File: config.mk
export PLATFORM = sky130hd
export DESIGN_NAME = can_acceptance_filter_dispatch_flat
export DESIGN_NICKNAME = d
export VERILOG_FILES = /design/src/rtl/core/cafd_pkg.sv /design/src/rtl/core/cafd_req_if.sv /design/src/rtl/core/cafd_rsp_if.sv /design/src/rtl/core/cafd_ram.sv /design/src/rtl/core/cafd_front.sv /design/src/rtl/core/cafd_queue.sv /design/src/rtl/core/cafd_back.sv /design/src/rtl/core/can_acceptance_filter_dispatch.sv /design/src/flat_wrapper.sv
export VERILOG_INCLUDE_DIRS = /design/src /design/src/rtl/core
export SDC_FILE = /design/constraint.sdc
export NUM_CORES = 1
export LEC_CHECK = 0
export ABC_AREA = 0
export ABC_CLOCK_PERIOD_IN_PS = 9300
export BUFFER_PORTS_ARGS = -buffer_cell sky130_fd_sc_hd__buf_4
export CAP_MARGIN = 10
export CORE_MARGIN = 8
export CORE_UTILIZATION = 60
export DETAILED_ROUTE_END_ITERATION = 6
export PLACE_DENSITY = 0.77
export SYNTH_ARGS = -nofsm -noshare
export SYNTH_HDL_FRONTEND = slang
export SYNTH_SLANG_ARGS = --single-unit
File: constraint.sdc
create_clock -name clk -period 9.3 [get_ports clk]
set_clock_uncertainty 0.2 [all_clocks]
set_input_delay 1.395 -clock clk [delete_from_list [all_inputs] [get_ports clk]]
set_output_delay 1.395 -clock clk [all_outputs]
set_load 0.03 [all_outputs]
File: src/rtl/core/can_acceptance_filter_dispatch_defines.svh
// Assertion macros shared by the acceptance filter RTL.
`ifndef CAN_ACCEPTANCE_FILTER_DISPATCH_DEFINES_SVH
`define CAN_ACCEPTANCE_FILTER_DISPATCH_DEFINES_SVH

// same-cycle implication, sampled on clk, off during rst
`define CAFD_ASSERT_IMP(label, ante, cons, msg) \
  label: assert property (@(posedge clk) disable iff (rst) (ante) |-> (cons)) else $error(msg);

// next-cycle implication, sampled on clk, off during rst
`define CAFD_ASSERT_NXT(label, ante, cons, msg) \
  label: assert property (@(posedge clk) disable iff (rst) (ante) |=> (cons)) else $error(msg);

`endif

File: src/rtl/core/cafd_pkg.sv
// Types and constants of the CAN acceptance filter and frame dispatch.
`default_nettype none

package cafd_pkg;

  localparam logic        CMD_REGISTER = 1'b0;
  localparam logic        CMD_FRAME    = 1'b1;

  localparam logic [2:0]  STAT_REGISTERED = 3'd0;
  localparam logic [2:0]  STAT_BAD_ID     = 3'd1;
  localparam logic [2:0]  STAT_DUPLICATE  = 3'd2;
  localparam logic [2:0]  STAT_FULL       = 3'd3;
  localparam logic [2:0]  STAT_DELIVERED  = 3'd4;
  localparam logic [2:0]  STAT_DROPPED    = 3'd5;

  localparam logic [28:0] ID29_MASK = 29'h1FFF_FFFF;
  localparam logic [28:0] ID11_MASK = 29'h0000_07FF;
  localparam int          STD_SHIFT = 18;
  localparam logic [3:0]  MAX_LEN   = 4'd8;

  // classified command, front to back
  typedef struct packed {
    logic        cmd;
    logic        fifo;
    logic        ftype;
    logic        bad_id;
    logic [28:0] id;
    logic [28:0] mask;
    logic [3:0]  length;
    logic [63:0] data;
  } item_t;

  // one filter table entry
  typedef struct packed {
    logic [28:0] id;
    logic [28:0] mask;
    logic        ftype;
    logic        fifo;
  } entry_t;

  typedef struct packed {
    logic busy;
    logic full;
  } back_stat_t;

endpackage

`default_nettype wire

File: src/rtl/core/cafd_req_if.sv
// Request channel: filter registration and received frame transactions.
`default_nettype none

interface cafd_req_if;
  logic        valid;
  logic        ready;
  logic        cmd;
  logic        fifo;
  logic        id_type;
  logic [28:0] filter_id;
  logic [28:0] filter_mask;
  logic [28:0] raw_id;
  logic [3:0]  dlc;
  logic [63:0] rx_data;

  modport source (
    output valid, cmd, fifo, id_type, filter_id, filter_mask, raw_id, dlc, rx_data,
    input  ready
  );
  modport sink (
    input  valid, cmd, fifo, id_type, filter_id, filter_mask, raw_id, dlc, rx_data,
    output ready
  );
endinterface

`default_nettype wire

File: src/rtl/core/cafd_rsp_if.sv
// Response channel: one result transaction per request.
`default_nettype none

interface cafd_rsp_if;
  logic        valid;
  logic        ready;
  logic [2:0]  status;
  logic [2:0]  entry_index;
  logic [28:0] frame_id;
  logic        out_frame_type;
  logic [3:0]  length;
  logic [63:0] payload;

  modport source (
    output valid, status, entry_index, frame_id, out_frame_type, length, payload,
    input  ready
  );
  modport sink (
    input  valid, status, entry_index, frame_id, out_frame_type, length, payload,
    output ready
  );
endinterface

`default_nettype wire

File: src/rtl/core/cafd_ram.sv
// Generic single-write, single-read RAM with registered read data.
`default_nettype none

module cafd_ram #(
  parameter int WIDTH = 8,
  parameter int DEPTH = 8,
  parameter int AW    = (DEPTH > 1) ? $clog2(DEPTH) : 1
) (
  input  wire logic             clk,
  input  wire logic             we,
  input  wire logic [AW-1:0]    waddr,
  input  wire logic [WIDTH-1:0] wdata,
  input  wire logic             re,
  input  wire logic [AW-1:0]    raddr,
  output logic      [WIDTH-1:0] rdata
);

  logic [WIDTH-1:0] mem [DEPTH];

  always_ff @(posedge clk) begin
    if (we) begin
      mem[waddr] <= wdata;
    end
    if (re) begin
      rdata <= mem[raddr];
    end
  end

endmodule

`default_nettype wire

File: src/rtl/core/cafd_front.sv
// Front end: accepts request transactions and classifies them into queue items.
`default_nettype none

module cafd_front (
  cafd_req_if.sink             req,
  output logic                 item_valid,
  input  wire logic            item_ready,
  output cafd_pkg::item_t      item
);

  logic [28:0] std_id;

  assign std_id     = (req.raw_id >> cafd_pkg::STD_SHIFT) & cafd_pkg::ID11_MASK;
  assign item_valid = req.valid;
  assign req.ready  = item_ready;

  always_comb begin
    item        = '0;
    item.cmd    = req.cmd;
    item.fifo   = req.fifo;
    item.ftype  = req.id_type;
    item.data   = req.rx_data;
    if (req.cmd == cafd_pkg::CMD_REGISTER) begin
      item.id     = req.filter_id;
      item.bad_id = !req.id_type && (req.filter_id > cafd_pkg::ID11_MASK);
      if (req.filter_mask == '0) begin
        item.mask = req.id_type ? cafd_pkg::ID29_MASK : cafd_pkg::ID11_MASK;
      end else begin
        item.mask = req.filter_mask;
      end
    end else begin
      item.id     = req.id_type ? req.raw_id : std_id;
      item.length = (req.dlc > cafd_pkg::MAX_LEN) ? cafd_pkg::MAX_LEN : req.dlc;
    end
  end

endmodule

`default_nettype wire

File: src/rtl/core/cafd_queue.sv
// Two-entry queue decoupling the front end from the table scan engine.
`default_nettype none

module cafd_queue (
  input  wire logic             clk,
  input  wire logic             rst,
  input  wire logic             in_valid,
  output logic                  in_ready,
  input  wire cafd_pkg::item_t  in_item,
  output logic                  out_valid,
  input  wire logic             out_ready,
  output cafd_pkg::item_t       out_item
);

  cafd_pkg::item_t slots [2];
  logic       wr_ptr;
  logic       rd_ptr;
  logic [1:0] fill;
  logic       push;
  logic       pop;

  assign in_ready  = (fill != 2'd2);
  assign out_valid = (fill != 2'd0);
  assign out_item  = slots[rd_ptr];
  assign push      = in_valid && in_ready;
  assign pop       = out_valid && out_ready;

  always_ff @(posedge clk) begin
    if (push) begin
      slots[wr_ptr] <= in_item;
    end
  end

  always_ff @(posedge clk) begin
    if (rst) begin
      wr_ptr <= 1'b0;
      rd_ptr <= 1'b0;
      fill   <= 2'd0;
    end else begin
      if (push) begin
        wr_ptr <= !wr_ptr;
      end
      if (pop) begin
        rd_ptr <= !rd_ptr;
      end
      if (push && !pop) begin
        fill <= fill + 2'd1;
      end else if (pop && !push) begin
        fill <= fill - 2'd1;
      end
    end
  end

endmodule

`default_nettype wire

File: src/rtl/core/cafd_back.sv
// Back end: scans the filter table one entry per cycle and drives the result register.
`default_nettype none

module cafd_back #(
  parameter int MAX_FILTERS = 8
) (
  input  wire logic             clk,
  input  wire logic             rst,
  input  wire logic             item_valid,
  output logic                  item_ready,
  input  wire cafd_pkg::item_t  item,
  cafd_rsp_if.source            rsp,
  output cafd_pkg::back_stat_t  stat
);

  localparam int AW = (MAX_FILTERS > 1) ? $clog2(MAX_FILTERS) : 1;
  localparam int CW = $clog2(MAX_FILTERS + 1);
  localparam int EW = $bits(cafd_pkg::entry_t);

  localparam logic [1:0] ST_IDLE = 2'd0;
  localparam logic [1:0] ST_SCAN = 2'd1;
  localparam logic [1:0] ST_FIN  = 2'd2;

  logic [1:0]       state;
  cafd_pkg::item_t  cur;
  logic [CW-1:0]    ptr;
  logic [CW-1:0]    count;
  logic             pend;
  logic [AW-1:0]    pend_idx;

  logic [2:0]       res_status;
  logic [2:0]       res_index;
  logic [28:0]      res_id;
  logic             res_ftype;
  logic [3:0]       res_length;
  logic [63:0]      res_data;

  logic             out_valid;
  logic [2:0]       out_status;
  logic [2:0]       out_index;
  logic [28:0]      out_id;
  logic             out_ftype;
  logic [3:0]       out_length;
  logic [63:0]      out_data;

  logic             rd_en;
  logic             wr_en;
  logic [EW-1:0]    rdata;
  cafd_pkg::entry_t rd_entry;
  cafd_pkg::entry_t wr_entry;
  logic             hit;
  logic             at_end;
  logic             full;
  logic             out_free;

  assign full     = (count == CW'(MAX_FILTERS));
  assign rd_entry = cafd_pkg::entry_t'(rdata);
  assign out_free = !out_valid || rsp.ready;

  always_comb begin
    if (cur.cmd == cafd_pkg::CMD_REGISTER) begin
      hit = pend && (rd_entry.id == cur.id) && (rd_entry.ftype == cur.ftype);
    end else begin
      hit = pend && (rd_entry.fifo == cur.fifo) && (rd_entry.ftype == cur.ftype) &&
            (((cur.id ^ rd_entry.id) & rd_entry.mask) == '0);
    end
  end

  assign at_end     = !hit && (ptr == count);
  assign item_ready = (state == ST_IDLE);
  assign rd_en      = (state == ST_SCAN) && !hit && !at_end;
  assign wr_en      = (state == ST_SCAN) && at_end && !full &&
                      (cur.cmd == cafd_pkg::CMD_REGISTER);

  always_comb begin
    wr_entry       = '0;
    wr_entry.id    = cur.id;
    wr_entry.mask  = cur.mask;
    wr_entry.ftype = cur.ftype;
    wr_entry.fifo  = cur.fifo;
  end

  cafd_ram #(
    .WIDTH (EW),
    .DEPTH (MAX_FILTERS),
    .AW    (AW)
  ) u_table (
    .clk   (clk),
    .we    (wr_en),
    .waddr (count[AW-1:0]),
    .wdata (wr_entry),
    .re    (rd_en),
    .raddr (ptr[AW-1:0]),
    .rdata (rdata)
  );

  always_ff @(posedge clk) begin
    if (rst) begin
      state <= ST_IDLE;
      count <= '0;
      pend  <= 1'b0;
    end else begin
      unique case (state)
        ST_IDLE: begin
          if (item_valid) begin
            cur  <= item;
            ptr  <= '0;
            pend <= 1'b0;
            if (item.cmd == cafd_pkg::CMD_REGISTER && item.bad_id) begin
              res_status <= cafd_pkg::STAT_BAD_ID;
              res_index  <= '0;
              res_id     <= '0;
              res_ftype  <= 1'b0;
              res_length <= '0;
              res_data   <= '0;
              state      <= ST_FIN;
            end else begin
              state <= ST_SCAN;
            end
          end
        end
        ST_SCAN: begin
          if (hit || at_end) begin
            pend       <= 1'b0;
            state      <= ST_FIN;
            res_index  <= '0;
            res_id     <= '0;
            res_ftype  <= 1'b0;
            res_length <= '0;
            res_data   <= '0;
            if (cur.cmd == cafd_pkg::CMD_REGISTER) begin
              if (hit) begin
                res_status <= cafd_pkg::STAT_DUPLICATE;
              end else if (full) begin
                res_status <= cafd_pkg::STAT_FULL;
              end else begin
                res_status <= cafd_pkg::STAT_REGISTERED;
                res_index  <= 3'(count);
                count      <= count + CW'(1);
              end
            end else if (hit) begin
              res_status <= cafd_pkg::STAT_DELIVERED;
              res_index  <= 3'(pend_idx);
              res_id     <= cur.id;
              res_ftype  <= cur.ftype;
              res_length <= cur.length;
              res_data   <= cur.data;
            end else begin
              res_status <= cafd_pkg::STAT_DROPPED;
            end
          end else begin
            pend     <= 1'b1;
            pend_idx <= ptr[AW-1:0];
            ptr      <= ptr + CW'(1);
          end
        end
        ST_FIN: begin
          if (out_free) begin
            state <= ST_IDLE;
          end
        end
        default: begin
          state <= ST_IDLE;
        end
      endcase
    end
  end

  always_ff @(posedge clk) begin
    if (rst) begin
      out_valid <= 1'b0;
    end else if (state == ST_FIN && out_free) begin
      out_valid <= 1'b1;
    end else if (rsp.ready) begin
      out_valid <= 1'b0;
    end
  end

  always_ff @(posedge clk) begin
    if (state == ST_FIN && out_free) begin
      out_status <= res_status;
      out_index  <= res_index;
      out_id     <= res_id;
      out_ftype  <= res_ftype;
      out_length <= res_length;
      out_data   <= res_data;
    end
  end

  assign rsp.valid          = out_valid;
  assign rsp.status         = out_status;
  assign rsp.entry_index    = out_index;
  assign rsp.frame_id       = out_id;
  assign rsp.out_frame_type = out_ftype;
  assign rsp.length         = out_length;
  assign rsp.payload        = out_data;

  assign stat.busy = (state != ST_IDLE);
  assign stat.full = full;

endmodule

`default_nettype wire

File: src/rtl/core/can_acceptance_filter_dispatch.sv
// A request passes the two-entry queue; the back end then scans the N registered filters
// (up to MAX_FILTERS) and passes its result to the output register. A bad-id
// registration skips the scan. The scan reads one entry per cycle over the single read
// port; the back end takes no new request until its result has gone to the output
// register, and the two-entry queue keeps accepting meanwhile.
// Reset: rst clears the filter count, queue and result valid flag; table contents undefined.
`default_nettype none

`include "can_acceptance_filter_dispatch_defines.svh"

module can_acceptance_filter_dispatch #(
  parameter int MAX_FILTERS = 8
) (
  input  wire logic  clk,
  input  wire logic  rst,
  cafd_req_if.sink   req,
  cafd_rsp_if.source rsp
);

  logic                 fq_valid;
  logic                 fq_ready;
  cafd_pkg::item_t      fq_item;
  logic                 qb_valid;
  logic                 qb_ready;
  cafd_pkg::item_t      qb_item;
  cafd_pkg::back_stat_t stat;
  logic                 rsp_dlv;
  logic                 rsp_other;
  logic                 rsp_blank;
  logic                 rsp_in_range;

  cafd_front u_front (
    .req        (req),
    .item_valid (fq_valid),
    .item_ready (fq_ready),
    .item       (fq_item)
  );

  cafd_queue u_queue (
    .clk       (clk),
    .rst       (rst),
    .in_valid  (fq_valid),
    .in_ready  (fq_ready),
    .in_item   (fq_item),
    .out_valid (qb_valid),
    .out_ready (qb_ready),
    .out_item  (qb_item)
  );

  cafd_back #(
    .MAX_FILTERS (MAX_FILTERS)
  ) u_back (
    .clk        (clk),
    .rst        (rst),
    .item_valid (qb_valid),
    .item_ready (qb_ready),
    .item       (qb_item),
    .rsp        (rsp),
    .stat       (stat)
  );

  assign rsp_dlv      = rsp.valid && (rsp.status == cafd_pkg::STAT_DELIVERED);
  assign rsp_other    = rsp.valid && (rsp.status != cafd_pkg::STAT_DELIVERED);
  assign rsp_blank    = (rsp.frame_id == '0) && (rsp.length == '0) && (rsp.payload == '0) &&
                        !rsp.out_frame_type;
  assign rsp_in_range = (rsp.length <= cafd_pkg::MAX_LEN) &&
                        (rsp.out_frame_type || (rsp.frame_id <= cafd_pkg::ID11_MASK));

  `CAFD_ASSERT_IMP(a_unused_zero, rsp_other, rsp_blank, "non-delivered result carries data")
  `CAFD_ASSERT_IMP(a_deliver_ok, rsp_dlv, rsp_in_range, "delivered frame out of range")
  `CAFD_ASSERT_NXT(a_full_sticky, stat.full, stat.full, "filter table lost entries")
  `CAFD_ASSERT_NXT(a_result_src, !rsp.valid && !stat.busy, !rsp.valid, "result without work")

endmodule

`default_nettype wire
File: src/flat_wrapper.sv
// flat-port wrapper written by rule: the top's interface ports become plain ports
module can_acceptance_filter_dispatch_flat 
#(
  parameter int MAX_FILTERS = 8
)
  (clk, rst, req_valid, req_cmd, req_fifo, req_id_type, req_filter_id, req_filter_mask, req_raw_id, req_dlc, req_rx_data, req_ready, rsp_valid, rsp_status, rsp_entry_index, rsp_frame_id, rsp_out_frame_type, rsp_length, rsp_payload, rsp_ready);
  cafd_req_if req_i ();
  cafd_rsp_if rsp_i ();
  input  wire logic clk;
  input  wire logic rst;
  input wire logic [$bits(req_i.valid)-1:0] req_valid;
  input wire logic [$bits(req_i.cmd)-1:0] req_cmd;
  input wire logic [$bits(req_i.fifo)-1:0] req_fifo;
  input wire logic [$bits(req_i.id_type)-1:0] req_id_type;
  input wire logic [$bits(req_i.filter_id)-1:0] req_filter_id;
  input wire logic [$bits(req_i.filter_mask)-1:0] req_filter_mask;
  input wire logic [$bits(req_i.raw_id)-1:0] req_raw_id;
  input wire logic [$bits(req_i.dlc)-1:0] req_dlc;
  input wire logic [$bits(req_i.rx_data)-1:0] req_rx_data;
  output wire logic [$bits(req_i.ready)-1:0] req_ready;
  output wire logic [$bits(rsp_i.valid)-1:0] rsp_valid;
  output wire logic [$bits(rsp_i.status)-1:0] rsp_status;
  output wire logic [$bits(rsp_i.entry_index)-1:0] rsp_entry_index;
  output wire logic [$bits(rsp_i.frame_id)-1:0] rsp_frame_id;
  output wire logic [$bits(rsp_i.out_frame_type)-1:0] rsp_out_frame_type;
  output wire logic [$bits(rsp_i.length)-1:0] rsp_length;
  output wire logic [$bits(rsp_i.payload)-1:0] rsp_payload;
  input wire logic [$bits(rsp_i.ready)-1:0] rsp_ready;
  assign req_i.valid = req_valid;
  assign req_i.cmd = req_cmd;
  assign req_i.fifo = req_fifo;
  assign req_i.id_type = req_id_type;
  assign req_i.filter_id = req_filter_id;
  assign req_i.filter_mask = req_filter_mask;
  assign req_i.raw_id = req_raw_id;
  assign req_i.dlc = req_dlc;
  assign req_i.rx_data = req_rx_data;
  assign req_ready = req_i.ready;
  assign rsp_valid = rsp_i.valid;
  assign rsp_status = rsp_i.status;
  assign rsp_entry_index = rsp_i.entry_index;
  assign rsp_frame_id = rsp_i.frame_id;
  assign rsp_out_frame_type = rsp_i.out_frame_type;
  assign rsp_length = rsp_i.length;
  assign rsp_payload = rsp_i.payload;
  assign rsp_i.ready = rsp_ready;
  can_acceptance_filter_dispatch #(.MAX_FILTERS(MAX_FILTERS)) u_core (.clk(clk), .rst(rst), .req(req_i), .rsp(rsp_i));
endmodule
* Yosys cells after proc, flatten, opt, wreduce, memory -nomap -nowiden
Memory sizes are Yosys's and may differ from the RTL's. A register that Yosys moved wholly into a read port is not among the register bits.
Cells that the tools add are included.
** Storage, ports and cells
- Latch bits :: 0
- Memory bits (writable) :: 740
- Bits of input ports :: 162
- Bits in registers :: 356
- Output and inout port bits :: 106
- Bits in read-only memories :: 0
- Memories :: 2
** Operators by class
- Div/mod/pow operators :: 0
- Add/subtract/negate cells :: 4
- Multiplexer cells :: 70
- Bitwise operators :: 8
- $lt $le $gt $ge :: 2
- Reduce and logical (&&, ||, !) cells :: 43
- Shift operators :: 0
- Equal/unequal tests :: 13
- Multipliers :: 0
** Memories
- u_core.u_back.u_table.mem :: words 8, width 60, rd ports 1, clocked after memory_dff 1, write ports 1, line cafd_ram.sv:18 : logic [WIDTH-1:0] mem [DEPTH];
- u_core.u_queue.slots :: words 2, width 130, rd ports 1, clocked after memory_dff 1, write ports 1, line cafd_queue.sv:15 : cafd_pkg::item_t slots [2];
** Operator list (number)
- $mux 64 :: 5
- $mux 29 :: 10
- $pmux 64 s2 :: 1
- $logic_not 29->1 :: 2
- $pmux 29 s2 :: 1
- $mux 4 :: 9
- $mux 3 :: 11
- $and 29x29->29 :: 1
- $eq 29x29->1 :: 1
- $gt 29x11->1 const B :: 1
- $xor 29x29->29 :: 1
- $logic_and 1x1->1 :: 18
- $mux 1 :: 18
- $mux 2 :: 8
- $pmux 4 s2 :: 2
- $pmux 3 s2 :: 2
- $ne 2x2->1 const B :: 5
- $reduce_and 5->1 :: 2
- $logic_not 1->1 :: 9
- $reduce_and 3->1 :: 3
- $add 4x1->4 const B :: 2
- $reduce_bool 2->1 :: 4
- $not 1->1 :: 6
- $pmux 2 s3 :: 1
- other kinds (14) :: 17

* Depth between registers and ports, before layout
Gate-level depths: netlist of run 1.
- Depth after elaboration :: 12
- Mapped depth :: 8
- Gate-level depth less buffers :: 7

* Cells and area by module
A second synthesis of run 1 with hierarchy kept.
** Second synthesis, totals
- Cells, all modules :: 2076
- Area total of the unflattened synthesis :: 43429.2 µm²
** By module, submodules not included
- cafd_ram :: times used 1, cells an instance 766, area each 20007.9 µm²
- cafd_back :: times used 1, cells an instance 629, area each 12319.3 µm²
- cafd_queue :: times used 1, cells an instance 428, area each 9629.2 µm²
- cafd_front :: times used 1, cells an instance 253, area each 1472.7 µm²

* Worst setup path before layout of run 1
OpenSTA, ideal clock, no wires.
- Path kind :: input port to flip-flop
- Start :: input rst
- End :: register u_core.u_back.cur[0] in the netlist's numbering (enable)
- Data required time :: 8.481 ns
- Arrival time :: 7.148 ns
- Path slack :: 1.332 ns
- Buffers on the path :: 2
- Cell stages on the path :: 3
- Cell sequence :: clkbuf_1 clkbuf_1 nor2_1
** Between the ends
- Word-level cells in the longest chain between the ends :: 2
** RTL lines
- start: declaration :: line flat_wrapper.sv:10 : input wire logic rst;
- $not 1->1 (no line)
- $reduce_and 3->1 (no line)
- end signal: assignment :: line cafd_back.sv:106 : cur <= item;
- end: declaration :: line cafd_back.sv:25 : cafd_pkg::item_t cur;
Every way passes these cells.
A chain may end at the register's enable or synchronous reset.

==> reports/results.txt, run 1 <==
Pleak: 0.0168 uW
Clock Latency Late Sink: 680 ps
Unique masters post-synth: 45
Initial Utilization: 60.2%
Final GP Congestion: 0.980
CP Data Required Time: 9400 ps
mean area per synthesized cell: 21.0 um^2
most frequent cells in the layout: 1144 x edfxtp_1, 299 x buf_4, 190 x mux2_2, 120 x mux4_2, 110 x clkbuf_16
Max Root-Sink Buffers: 3
Yosys reg bits: 1157
number of global-route vias before repair: 21500
Worst setup SP type: register
Sw Ratio: 26.1%
Sequential Power Share: 51.4%
layout cells sized above 1: 36.0%
gr busiest metal: met2
IO Pins: 268
CTS tree: done
Hold Path Class: register to register
Worst EP arrival: 4720 ps
fin util: 69.9%
PD cells: 278 mW/mm^2
Num CTS Buffers: 110
final routed DRC violation total: 51
commonest non-fill, non-tap cell in the layout: edfxtp_1
RSZ-0062 raised after global routing: no
Tmin final: 4620 ps
sequential fraction of the synthesis area: 81.0%
cts repair resizes: 0
cell depth of the worst flop-to-flop path: 6
cell area after synthesis: 0.0427 mm^2
Worst setup EP type: register
M3 GR Usage: 4.41%
Pre-antenna DRT Iters: 7
Final Setup Violations: 0
max-slew violation count: 0
fmax: 216 MHz
clock-pin slew on the worst setup and hold paths: 60 ps
Slew HR: 17.1%
CORE AREA: 0.0710 mm^2
IO Port Bufs: 267
DR vias/cell: 6.14
CP Max Fanout: 69
M2 GR Usage: 40.4%
hold buffers post-CTS: 0
dpl hpwl: 56100 um
top_reg_cell synth: edfxtp_1
Routed Wire Length: 95300 um
Yosys warning count: 0
full die area: 0.0800 mm^2
Crit Path Category: register to register
Post-synth ARST share: 0%
largest net degree at the start of global routing: 124
wire length per cell: 28.1 um
Clk network pwr share: 32.7%
Final ANT Viol Nets: 0
Hold Path Cell Cnt: 0
Area Overhead vs Synth: 16.2%
max-cap violation count: 0
All-Layer GR Usage: 23.5%
via count: 20900
cell count after synthesis: 2029
htree depth: 3
global-route wire length before repair: 138000 um
Logic pwr share: 15.9%
post-CTS setup buffer count: 0
switching pwr: 3610 uW
Syn Nets: 2195
r2r setup slk: 4680 ps
Hold Fails Final Rpt: 0
DIE WIDTH: 283 um
root buf cell: clkbuf_16
Least-Margin Pin Slew: 1240 ps
dpl ws: 4680 ps
worst setup margin: 4680 ps
met1 usage: 30.5%
Peak VDD IR: 0.196 mV
grt ovf: 0
fin nets: 2518
Sink Count: 1157
Fin Setup TNS: 0 ps
number of antenna violations at the first check in global routing: 3
P_int: 10200 uW
count of flip-flops with a built-in enable after synthesis: 1144
Die Y: 283 um
row count: 98
Final period util: 49.7%
status: finished with violations
DR iter-0 viols: 2212
failing checks: DRC
## power by group through the flow
stage	Sequential (uW)	Combinational [uW]	Clock, uW
after floorplan	7230	1360	0
after global placement	7140	2140	0
after detailed placement	7190	2180	0
after CTS	7090	2220	4580
after global routing	7150	2330	4780
final	7100	2200	4520
## routing by layer
| layer | vias to the layer above | routed length, um |
|---|---|---|
| met5 | - | 21 |
| met4 | 4 | 2990 |
| met3 | 202 | 7200 |
| met2 | 1073 | 49500 |
| met1 | 10800 | 35600 |
| li1 | 8811 | - |
## path summary, 6_finish.rpt
| path | start | endpoint |
|---|---|---|
| setup / recovery | register | u_core.u_back.res_data[21] |
| hold reg to reg | u_core.u_back.res_id[5] | u_core.u_back.rsp.frame_id[5] |
| hold / removal | u_core.u_back.res_id[5] | u_core.u_back.rsp.frame_id[5] |
| setup reg to reg | register | u_core.u_back.res_data[21] |
## final cells by class
cell class,count,area [um^2]
diodes,1,2.50
clock buffers,131,2840
clock inverters,73,870
fillers,4156,21400
inverters,37,139
multi-input cells,745,7700
flip-flops and latches,1157,34600
well taps,950,1190
repair buffers,301,2280
## sequential cells by signal (all words and copies together), names as in the netlist, 2 cells and up, named ones only
register	flops
u_core.u_back.res_index	3
u_core.u_back.u_table.mem	480
u_core.u_back.res_id	29
u_core.u_back.rsp.length	4
u_core.u_back.rsp.payload	64
u_core.u_back.count	4
u_core.u_back.res_length	4
u_core.u_back.ptr	4
u_core.u_back.res_status	3
u_core.u_queue.slots	260
u_core.u_back.res_data	64
u_core.u_back.pend_idx	3
u_core.u_back.state	2
u_core.u_back.rsp.status	3
u_core.u_back.u_table.rdata	60
u_core.u_back.rsp.entry_index	3
u_core.u_back.rsp.frame_id	29
u_core.u_queue.fill	2
u_core.u_back.cur	129
## metrics by stage
stage	std cells	power, uW	cell area (um^2)	hold WS, ps
finish	3395	13800	49600	205
global route	3395	14300	49600	218
CTS	3394	13900	49600	200
detailed placement	3190	9370	45900	205
global placement	3190	9280	45900	203
floorplan	2029	8590	42700	200
## synthesized netlist by cell type (3+ instances only)
master / instances / share of area (%)
and3_1: 10 / 0.15
nor3_1: 13 / 0.15
or3_1: 3 / 0.044
xnor2_1: 7 / 0.14
and4_1: 4 / 0.082
nor4_1: 23 / 0.34
o21ai_0: 21 / 0.25
and3_2: 90 / 1.6
nor2_1: 73 / 0.64
edfxtp_1: 1144 / 80
buf_2: 8 / 0.094
and2_1: 9 / 0.13
nand4_1: 14 / 0.21
inv_1: 37 / 0.33
a22oi_1: 21 / 0.37
nand2_1: 31 / 0.27
nand3_1: 3 / 0.035
nor2b_1: 3 / 0.044
mux2i_1: 13 / 0.30
buf_1: 8 / 0.070
a21oi_1: 30 / 0.35
clkbuf_1: 73 / 0.64
mux4_2: 120 / 6.3
dfxtp_1: 13 / 0.61
ha_1: 4 / 0.12
mux2_2: 190 / 5.0
xor2_1: 36 / 0.74
nand2b_1: 5 / 0.073
## logic make-up after synthesis
logic type / count (synthesis) / share of synthesized area (%)
fa+ha+maj: 4 / 0.117
compound gates: 89 / 1.32
buf+inv: 127 / 1.16
xor+xnor: 43 / 0.882
flops: 1157 / 81.0
simple gates: 286 / 3.84
mux: 323 / 11.6
## critical path: stages (launching register included)
cell and delay (ps):
dfxtp_4 440, buf_4 780, mux2_2 450, nor2_1 170, o221ai_1 230, nor2_4 980
buf_4 890
Note: power is estimated with default switching activity, not from simulation.
==> inputs of run 2 (changes only) <==
--- a/config.mk
+++ b/config.mk
@@ -6,8 +6,8 @@
 export SDC_FILE = /design/constraint.sdc
 export NUM_CORES = 1
 export LEC_CHECK = 0
-export ABC_AREA = 0
-export ABC_CLOCK_PERIOD_IN_PS = 9300
+export ABC_AREA = 1
+export ABC_CLOCK_PERIOD_IN_PS = 4450
 export BUFFER_PORTS_ARGS = -buffer_cell sky130_fd_sc_hd__buf_4
 export CAP_MARGIN = 10
 export CORE_MARGIN = 8
==> constraint.sdc (replaced) <==
create_clock -name clk -period 4.45 [get_ports clk]
set_clock_uncertainty 0.2 [all_clocks]
set_input_delay 0.6675 -clock clk [delete_from_list [all_inputs] [get_ports clk]]
set_output_delay 0.6675 -clock clk [all_outputs]
set_load 0.03 [all_outputs]
==> run 2 against run 1 <==
Net effect:
- the flow now finishes without violations
- clock power increased by 100%
- via count is 26% higher
- non-clock buffer count grew 90
- global-route usage rose by 1.4 points
- flip-flop and latch count unchanged
- power grew 120%
- first-iteration DRC count up 35%
- synthesized cell count increased by 58%
- critical path type unchanged
==> reports/results.txt, run 2 <==
Clock Latency Late Sink: 670 ps
Fin Setup TNS: 0 ps
IO Port Bufs: 267
clock-pin slew on the worst setup and hold paths: 60 ps
PD cells: 590 mW/mm^2
number of flip-flops in the largest register: 480
post-CTS setup buffer count: 0
Worst setup EP type: register
wire length per cell: 22.4 um
Die Y: 285 um
largest net degree at the start of global routing: 124
Synth area leaders: edfxtp_1 79%, nand2_1 5.0%, nor2_1 4.9%
count of flip-flops with a built-in enable after synthesis: 1144
Num CTS Buffers: 109
number of global-route vias before repair: 26000
Pre-antenna DRT Iters: 6
htree depth: 3
Worst EP arrival: 3600 ps
Sink Count: 1157
Final period util: 78.4%
CP Data Required Time: 4570 ps
share of the synthesized area in the top cell type: 79.2%
largest registers: u_core.u_back.u_table.mem: 480 flops, u_core.u_queue.slots: 260 flops, u_core.u_back.cur: 129 flops
final instance area: 0.0510 mm^2
dpl hpwl: 59800 um
max-slew violation count: 0
final routed DRC violation total: 0
sequential fraction of the synthesis area: 79.8%
most frequent cells in the layout: 1144 x edfxtp_1, 583 x nand2_1, 554 x nor2_1, 304 x buf_4, 273 x o21ai_0
top_reg_cell synth: edfxtp_1
Final Setup Violations: 0
most frequent cell after synthesis: edfxtp_1
via count: 26200
CORE AREA: 0.0715 mm^2
Slew HR: 27.5%
cell area after synthesis: 0.0434 mm^2
Worst setup SP type: register
row count: 98
Final GP Congestion: 0.880
All-Layer GR Usage: 24.9%
root buf cell: clkbuf_16
Area Overhead vs Synth: 17.5%
RSZ-0062 raised after global routing: no
Biggest register: u_core.u_back.u_table.mem
number of antenna violations at the first check in global routing: 2
IO Pins: 268
Least-Margin Pin Slew: 1080 ps
Routed Wire Length: 103000 um
grt ovf: 0
cell count after synthesis: 3206
Initial Utilization: 60.7%
top post-synthesis cells by count: 1144 x edfxtp_1, 583 x nand2_1, 562 x nor2_1
Yosys warning count: 0
Post-DP Area: 0.0468 mm^2
DIE WIDTH: 285 um
layout cells sized above 1: 14.4%
Peak VDD IR: 0.815 mV
Hold Path Class: primary input to register
max-cap violation count: 0
DR iter-0 viols: 2995
Max Root-Sink Buffers: 3
DR vias/cell: 5.69
status: completed
hold buffers post-CTS: 65
full die area: 0.0812 mm^2
fmax: 287 MHz
Syn Nets: 3372
Pleak: 0.0188 uW
fin nets: 3726
mean area per synthesized cell: 13.5 um^2
Unique masters post-synth: 34
Final ANT Viol Nets: 0
cts repair resizes: 0
commonest non-fill, non-tap cell in the layout: edfxtp_1
Hold Fails Final Rpt: 0
CP Max Fanout: 26
Crit Path Category: register to register
Post-synth ARST share: 0%
CTS tree: done
largest area contributor in the netlist: edfxtp_1
Tmin final: 3490 ps
Yosys reg bits: 1157
global-route wire length before repair: 154000 um
-- run 2: cell types whose count changed in the layout (fill, tap and decap cells not counted), moves of 20 or more --
cell,before,now
a22oi_1,21,0
a31oi_1,0,60
and3_2,90,0
buf_12,2,22
dlygate4sd3_1,0,65
inv_1,37,188
mux2_2,190,0
mux4_2,120,0
nand2_1,31,583
nand3_1,3,60
nor2_1,66,554
o21ai_0,21,273
o22ai_1,0,60
xor2_1,36,2
-- run 2: logic make-up after synthesis --
| kind of cell | Yosys count | synth area share [%] |
|---|---|---|
| simple gates | 1255 | 11.5 |
| flops | 1157 | 79.8 |
| buf+inv | 345 | 3.07 |
| xor+xnor | 8 | 0.162 |
| compound gates | 437 | 5.41 |
| fa+ha+maj | 4 | 0.115 |
-- run 2: layer usage --
layer | GRT usage, % | part of all wire (%)
met1 | 31.7 | 37
met2 | 42.1 | 50
met3 | 4.01 | 7.6
met4 | 11.6 | 4.9
met5 | 0 | 0
-- run 2: metrics by stage --
step	std cells	hold slack [ps]	util, %	setup slack [ps]	power (uW)
floorplan	3206	200	-	-1820	18600
global placement	4334	201	65.5	1180	20800
detailed placement	4334	205	65.5	1030	21000
CTS	4603	23.5	71.3	971	30100
global route	4604	47.3	71.3	784	31200
finish	4605	65.9	71.3	962	30100
-- run 2: final timing paths --
kind	slack, ps	startpoint	depth (start not counted)	end
max	960	u_core.u_back.cur[121]	14	u_core.u_back.res_id[10]
min	70	rst	2	u_core.u_back.pend
max reg2reg	960	u_core.u_back.cur[121]	14	u_core.u_back.res_id[10]
min reg2reg	210	u_core.u_back.res_id[24]	0	u_core.u_back.rsp.frame_id[24]
-- run 2: cell type report --
class                   instances  area, um^2
fillers                      4285       20500
diodes                          2        5.00
clock inverters                67         629
clock buffers                 137        2910
repair buffers                391        3370
well taps                     950        1190
inverters                     197         754
flip-flops and latches       1157       34600
multi-input cells            1704        7510
-- run 2: power by group --
part / internal [uW] / leakage [uW] / switching, uW
Sequential: 14200 / 0.0106 / 796
Combinational: 1680 / 0.00645 / 4340
Clock: 5160 / 0.00170 / 3920
Total: 21000 / 0.0188 / 9050
-- run 2: worst max-delay path, stage by stage (launching register included) --
cell,delay (ps)
edfxtp_1,520
inv_1,140
nand2_1,90
nand3_1,80
nand2_1,100
nor2_1,180
nand2_1,70
nor2_1,150
nand2_2,140
nand2_1,100
nand2_1,180
nand3_1,240
nand4_1,210
inv_4,290
buf_4,420
